`src/rtl/core/ece_pkg.sv`:
```
// Shared types, constants and helpers for the elastic collision Euler step block.
// No dependencies.
package ece_pkg;

    localparam int MAX_BODIES_DEF = 64;
    localparam int DIV_W          = 52;  // holds any collision numerator, signed
    localparam int PROD_W         = 50;  // 18 x 32 signed product

    localparam logic REG_TIME_STEP    = 1'b0;
    localparam logic REG_OBJECT_COUNT = 1'b1;

    localparam logic CMD_LOAD = 1'b0;
    localparam logic CMD_TICK = 1'b1;

    localparam logic [15:0] TIME_STEP_RST = 16'd1092;

    typedef struct packed {
        logic               cmd;
        logic        [5:0]  index;
        logic signed [31:0] pos_x;
        logic signed [31:0] pos_y;
        logic signed [31:0] vel_x;
        logic signed [31:0] vel_y;
        logic signed [31:0] acc_x;
        logic signed [31:0] acc_y;
        logic        [15:0] mass;
        logic        [30:0] width;
        logic        [30:0] height;
    } ece_req_t;

    typedef struct packed {
        logic        [5:0]  out_index;
        logic signed [31:0] new_pos_x;
        logic signed [31:0] new_pos_y;
        logic signed [31:0] new_vel_x;
        logic signed [31:0] new_vel_y;
        logic        [5:0]  hit_count;
        logic               zero_mass_flag;
    } ece_rsp_t;

    typedef struct packed {
        logic signed [31:0] px;
        logic signed [31:0] py;
        logic signed [31:0] vx;
        logic signed [31:0] vy;
        logic signed [31:0] ax;
        logic signed [31:0] ay;
        logic        [15:0] m;
        logic        [30:0] w;
        logic        [30:0] h;
    } body_t;

    typedef struct packed {
        logic pos;
        logic vel;
        logic rest;   // acceleration, mass and size
    } wr_en_t;

    localparam logic signed [DIV_W-1:0] S32_MAX = DIV_W'(64'sd2147483647);
    localparam logic signed [DIV_W-1:0] S32_MIN = DIV_W'(-64'sd2147483648);

    function automatic logic signed [31:0] sat32(input logic signed [DIV_W-1:0] v);
        logic signed [31:0] r;
        if (v > S32_MAX)
            r = 32'sh7fffffff;
        else if (v < S32_MIN)
            r = 32'sh80000000;
        else
            r = v[31:0];
        return r;
    endfunction

    // add half an lsb, then floor by taking the high bits
    function automatic logic signed [33:0] round16(input logic signed [PROD_W-1:0] p);
        logic signed [PROD_W-1:0] t;
        t = p + PROD_W'(32768);
        return t[PROD_W-1:16];
    endfunction

endpackage

```
`src/rtl/core/ece_div.sv`:
```
// Iterative restoring divider, one quotient bit per cycle, truncating toward zero.
// Depends on ece_pkg.
module ece_div import ece_pkg::*;
(
    input  logic                    clk,
    input  logic                    rst_n,
    input  logic                    start,
    input  logic signed [DIV_W-1:0] num,
    input  logic        [16:0]      den,
    output logic                    done,
    output logic signed [DIV_W-1:0] quot
);
    localparam int CNT_W = $clog2(DIV_W + 1);

    logic [DIV_W-1:0] mag_reg, mag_next;
    logic [17:0]      rem_reg, rem_next;
    logic [CNT_W-1:0] cnt_reg, cnt_next;
    logic             busy_reg, busy_next;
    logic             neg_reg, neg_next;
    logic             done_reg, done_next;
    logic [17:0]      trial;

    always_comb
    begin
        mag_next  = mag_reg;
        rem_next  = rem_reg;
        cnt_next  = cnt_reg;
        busy_next = busy_reg;
        neg_next  = neg_reg;
        done_next = 1'b0;
        trial     = {rem_reg[16:0], mag_reg[DIV_W-1]};
        if (start)
        begin
            neg_next  = num[DIV_W-1];
            mag_next  = num[DIV_W-1] ? DIV_W'(-num) : DIV_W'(num);
            rem_next  = '0;
            cnt_next  = CNT_W'(DIV_W);
            busy_next = 1'b1;
        end
        else if (busy_reg)
        begin
            if (trial >= {1'b0, den})
            begin
                rem_next = trial - {1'b0, den};
                mag_next = {mag_reg[DIV_W-2:0], 1'b1};
            end
            else
            begin
                rem_next = trial;
                mag_next = {mag_reg[DIV_W-2:0], 1'b0};
            end
            cnt_next = cnt_reg - 1'b1;
            if (cnt_reg == CNT_W'(1))
            begin
                busy_next = 1'b0;
                done_next = 1'b1;
            end
        end
    end

    always_ff @(posedge clk or negedge rst_n)
    begin
        if (!rst_n)
        begin
            busy_reg <= 1'b0;
            done_reg <= 1'b0;
            cnt_reg  <= '0;
        end
        else
        begin
            busy_reg <= busy_next;
            done_reg <= done_next;
            cnt_reg  <= cnt_next;
        end
    end

    always_ff @(posedge clk)
    begin
        mag_reg <= mag_next;
        rem_reg <= rem_next;
        neg_reg <= neg_next;
    end

    assign done = done_reg;
    assign quot = neg_reg ? -$signed(mag_reg) : $signed(mag_reg);

endmodule

```
`config.mk`:
```
export PLATFORM = sky130hd
export DESIGN_NAME = ece_div
export DESIGN_NICKNAME = d
export VERILOG_FILES = /design/src/rtl/core/ece_pkg.sv /design/src/rtl/core/ece_div.sv
export SDC_FILE = /design/constraint.sdc
export NUM_CORES = 1
export LEC_CHECK = 0
export BUFFER_PORTS_ARGS = -buffer_cell sky130_fd_sc_hd__buf_2
export CORE_MARGIN = 2
export CORE_UTILIZATION = 57
export DETAILED_ROUTE_END_ITERATION = 10
export GPL_TIMING_DRIVEN = 0
export PLACE_DENSITY = 0.86
export REMOVE_ABC_BUFFERS = 1
export SYNTH_ARGS = -nofsm -noshare
export SYNTH_HDL_FRONTEND = slang
export SYNTH_SLANG_ARGS = --single-unit
```
`constraint.sdc`:
```
create_clock -name clk -period 4.1 [get_ports clk]
set_input_delay 0.41 -clock clk [delete_from_list [all_inputs] [get_ports clk]]
set_output_delay 0.41 -clock clk [all_outputs]
set_load 0.03 [all_outputs]
```
* Yosys cells after proc, flatten, opt, wreduce, memory -nomap -nowiden
Cells that the tools add are included.
** Word-level totals
- Output and inout bits :: 53
- Input bits :: 72
- Flip-flop bits (word level) :: 78
- Logic and storage cells :: 27
** Operators by class
- $add $sub $neg :: 4
- Reduce and logical (&&, ||, !) cells :: 1
- Magnitude comparators :: 1
- Equal/unequal tests :: 1
- Mux-type cells :: 14
** Operators with widths (number)
- $mux W52 :: 4
- $neg A52 Y52 :: 2
- $ge A18 B17 Y1 :: 1
- $mux W17 :: 1
- $sub A17 B17 Y17 :: 1
- $mux W6 :: 2
- $mux W1 :: 7
- $eq A6 B1 Y1 const B :: 1
- $sub A6 B1 Y6 const B :: 1
- $reduce_bool A2 Y1 :: 1

* Longest topological paths before layout
- Depth after elaboration :: 4
- Depth in mapped cells :: 12
- Depth with buffers taken out :: 11

* Worst setup path before layout
Ideal clock, no wire load.
- Kind :: reg2out
- From :: reg mag_reg[18]
- To :: out quot[43]
- Cell stages (with the launch flop) :: 9
- Buffers on the path :: 1
- Data required time :: 3.690 ns
- Arrival time :: 3.010 ns
- Setup slack :: 0.680 ns
- Path through :: edfxtp_1 or4_4 or4_1 or2_1 or3_4 or3_1 buf_2 o41ai_4 xnor2_1
** Between the ends
- Longest elaborated chain between the ends :: 2
** RTL lines
- from (decl) :: RTL line ece_div.sv:15 : logic [DIV_W-1:0] mag_reg, mag_next;
- from (signal assigned) :: RTL line ece_div.sv:79 : mag_reg <= mag_next;
- $neg A52 Y52 :: RTL line ece_div.sv:85 : assign quot = neg_reg ? -$signed(mag_reg) : $signed(mag_reg);
- $mux W52 :: RTL line ece_div.sv:85
- to (decl) :: RTL line ece_div.sv:11 : output logic signed [DIV_W-1:0] quot
No other way between the ends.

* Final worst setup path
- From :: reg mag_reg[18]
- To :: out quot[51]
The elaborated chain is that of the path after synthesis.

==> impl_results.md <==
- WL/cell: 15.59 µm
- Count of flip-flops with a built-in enable after synthesis: 53
- Via count: 6005
- Total Routed Length: 15410 µm
- Final WS setup: 0.1398 ns
- Clock insertion delay at the later pin of the skew report: 0.36 ns
- Largest fanout on the critical path: 8
- Most frequently used flop master after synthesis: edfxtp_1
- Cell at the root of the clock tree: clkbuf_8
- Placed standard-cell area: 7087 µm²
- Post-Route Setup TNS: 0 ns
- DIE WIDTH: 109.3 µm
- Via count of the first global-routing pass: 5205
- Number of antenna violations at the first check in global routing: 0
- Die ar.: 11940 µm²
- Number of cells after detailed placement: 970
- Inserted Clock Buffers: 9
- #FFs+latches synth: 78
- Total Power Consumption: 3.456 mW
- Global placement routability congestion: 0.8988
- Proportion of layout cells with a drive suffix above 1: 19.93%
- Number of I/O port buffers: 124
- Synth Instances: 739
- Htree depth: 3
- Placeable core region: 10840 µm²
- Final standard cell count with taps included and fillers excluded: 988
- Critical register-to-register path endpoint: rem_reg[2]
- Yosys Warn Count: 0
- Maximum frequency from static timing analysis: 0.2525 GHz
- Die H: 109.3 µm
- Min-Delay Path Class: input pin to asynchronous set/reset pin
- Most frequent cells in the layout: buf_2, nor2_1, a21oi_1, xnor2_1, edfxtp_1
- Synth cell types: 58
- Leakage component of the power: 2.933 nW
- Leading cell type in the layout, fill and taps excluded: buf_2
- Post-synthesis average cell area: 8.545 µm²
- Final setup viols: 0
- Wire length of the first global-routing pass: 24420 µm
- Setup repair after global routing missed its margin: false
- Endpoint required time on the critical path: 3.69 ns
- Endpoint arrival time on the critical path: 3.55 ns
- Antenna fix cells: 0
- Post-Route Hold Slack: 0.4073 ns
- Dpl hpwl: 11030 µm
- Number of clock sinks: 78
- Number of primary I/O pins: 125
- Buffer levels on the longest clock path: 2
- Worst ir drop on vdd: 0.0002576 V
- Final count of hold timing violations: 0
- Worst setup EP type: output port
- Initial cell density of the core: 58.25%
- Cell area after synthesis: 6315 µm²
- Final worst path period share: 96.59%
- Pin count of the biggest net entering global routing: 93
- Antenna-violating nets left: 0
- Flip-flop count of the largest register, all copies and words added: 52
- # rows: 38
- R2R depth: 12
- Max-cap violations: 0
- Worst relative slew slack: 13.02%
- Power per standard cell area: 467.1 nW/µm²
- Max Transition Viols Final: 0
- Tightest Pin Transition: 1.305 ns
- Detail-routed via count per cell: 6.078
- TritonCTS clock tree: built
- Reg2Reg Setup Slack: 1.08 ns
- Sequential cell area fraction in the yosys report: 33.76%
- Pre-Repair DR Iteration Count: 7
- Number of nets in the layout: 937
- Fin area: 7398 µm²
- Critical path class: flip-flop to output port
- Sum of overflow across all layers after global routing: 0
- CP startpoint kind: flip-flop
- Source of the critical timing path: mag_reg[18]
- Final core utilization: 68.25%
- Clock slew at the register clock pins of the worst setup and hold paths: 0.09 ns
- DRC violations left: 0
- Number of design-rule violations left by the first detailed-router iteration: 511
- Termination of the worst setup path: quot[51]
- Area Overhead vs Synth: 17.16%
- Clock Skew: 0.008630 ns
- Async set-or-reset flop fraction in the synthesized netlist: 10.26%
- Combined global-route utilization of all metal layers: 25.84%
- Post-layout min period: 3.960 ns
- Status: completed
- FF-to-FF Start: mag_reg[51]
- Post-Place Worst Slack: 0.2449 ns
[synth_stat cells, drive strengths merged (5+ instances only)]
cell type	count	area share [%]
a211oi	17	2.0
a21o	7	0.83
a21oi	67	5.3
and3	5	0.50
buf	6	0.44
clkbuf	32	1.9
dfrtp	8	3.2
dfxtp	17	5.4
edfxtp	53	25
ha	21	4.2
inv	29	1.7
mux2i	10	1.6
nand2	40	2.4
nand2b	13	1.3
nand3	6	0.48
nor2	89	5.3
nor3	15	1.2
o21ai	54	4.3
o31ai	32	4.0
o41ai	16	2.5
or2	5	0.50
or3	20	2.1
or4	16	2.0
xnor2	66	9.2
xor2	49	6.8
[cell type report]
class | instances | area (µm²)
multi-input cells | 594 | 3960
fillers | 920 | 3442
flip-flops and latches | 78 | 2132
repair buffers | 131 | 760.7
well taps | 140 | 175.2
clock inverters | 6 | 133.9
clock buffers | 10 | 127.6
inverters | 29 | 108.9
[per-layer routing]
layer	up-vias	track usage (%)	wire, µm
met4	0	7.776	174
met3	12	3.885	1216
met2	265	42.46	7351
li1	2906	-	-
met5	-	0	0
met1	2822	35.30	6663
[power breakdown]
group | internal, mW | switching (mW) | total (mW) | leakage (nW)
sequential | 0.998 | 0.148 | 1.15 | 0.770
clock | 0.467 | 0.305 | 0.771 | 0.130
combinational | 0.643 | 0.896 | 1.54 | 2.03
total | 2.11 | 1.35 | 3.46 | 2.93
[worst max-delay path, cell delays in order (launching register included)]
cell and delay [ns]:
edfxtp_1 0.43, or4_4 0.58, or4_1 0.42, or2_1 0.28, or3_4 0.42, or3_4 0.43
o31ai_2 0.23, xnor2_1 0.17, clkbuf_4 0.23
[what timing repair did]
item	4_1_cts	5_1_grt
pin swaps	0	1
gates cloned	0	0
gates resized for setup	3	4
setup endpoints to repair	9	7
hold buffers	1	0
endpoints found under the hold margin	8	0
setup buffers	0	1
[how the worst min path moves through the flow]
stage,to,cells after the start,slack [ns]
3_3_place_gp,cnt_reg[0],1,0.26
3_5_place_dp,cnt_reg[0],1,0.26
4_1_cts,busy_reg,2,0.40
2_1_floorplan,busy_reg,0,0.11
6_report,busy_reg,2,0.41
5_1_grt,busy_reg,2,0.42
[cells by family after synthesis]
family / count (synthesis) / share of synthesized area [%]
flops: 78 / 33.76
buf+inv: 67 / 4.062
mux: 13 / 2.120
compound gates: 214 / 21.58
xor+xnor: 115 / 15.95
fa+ha+maj: 22 / 4.478
simple gates: 230 / 18.05
(Power assumes the default switching activity.)
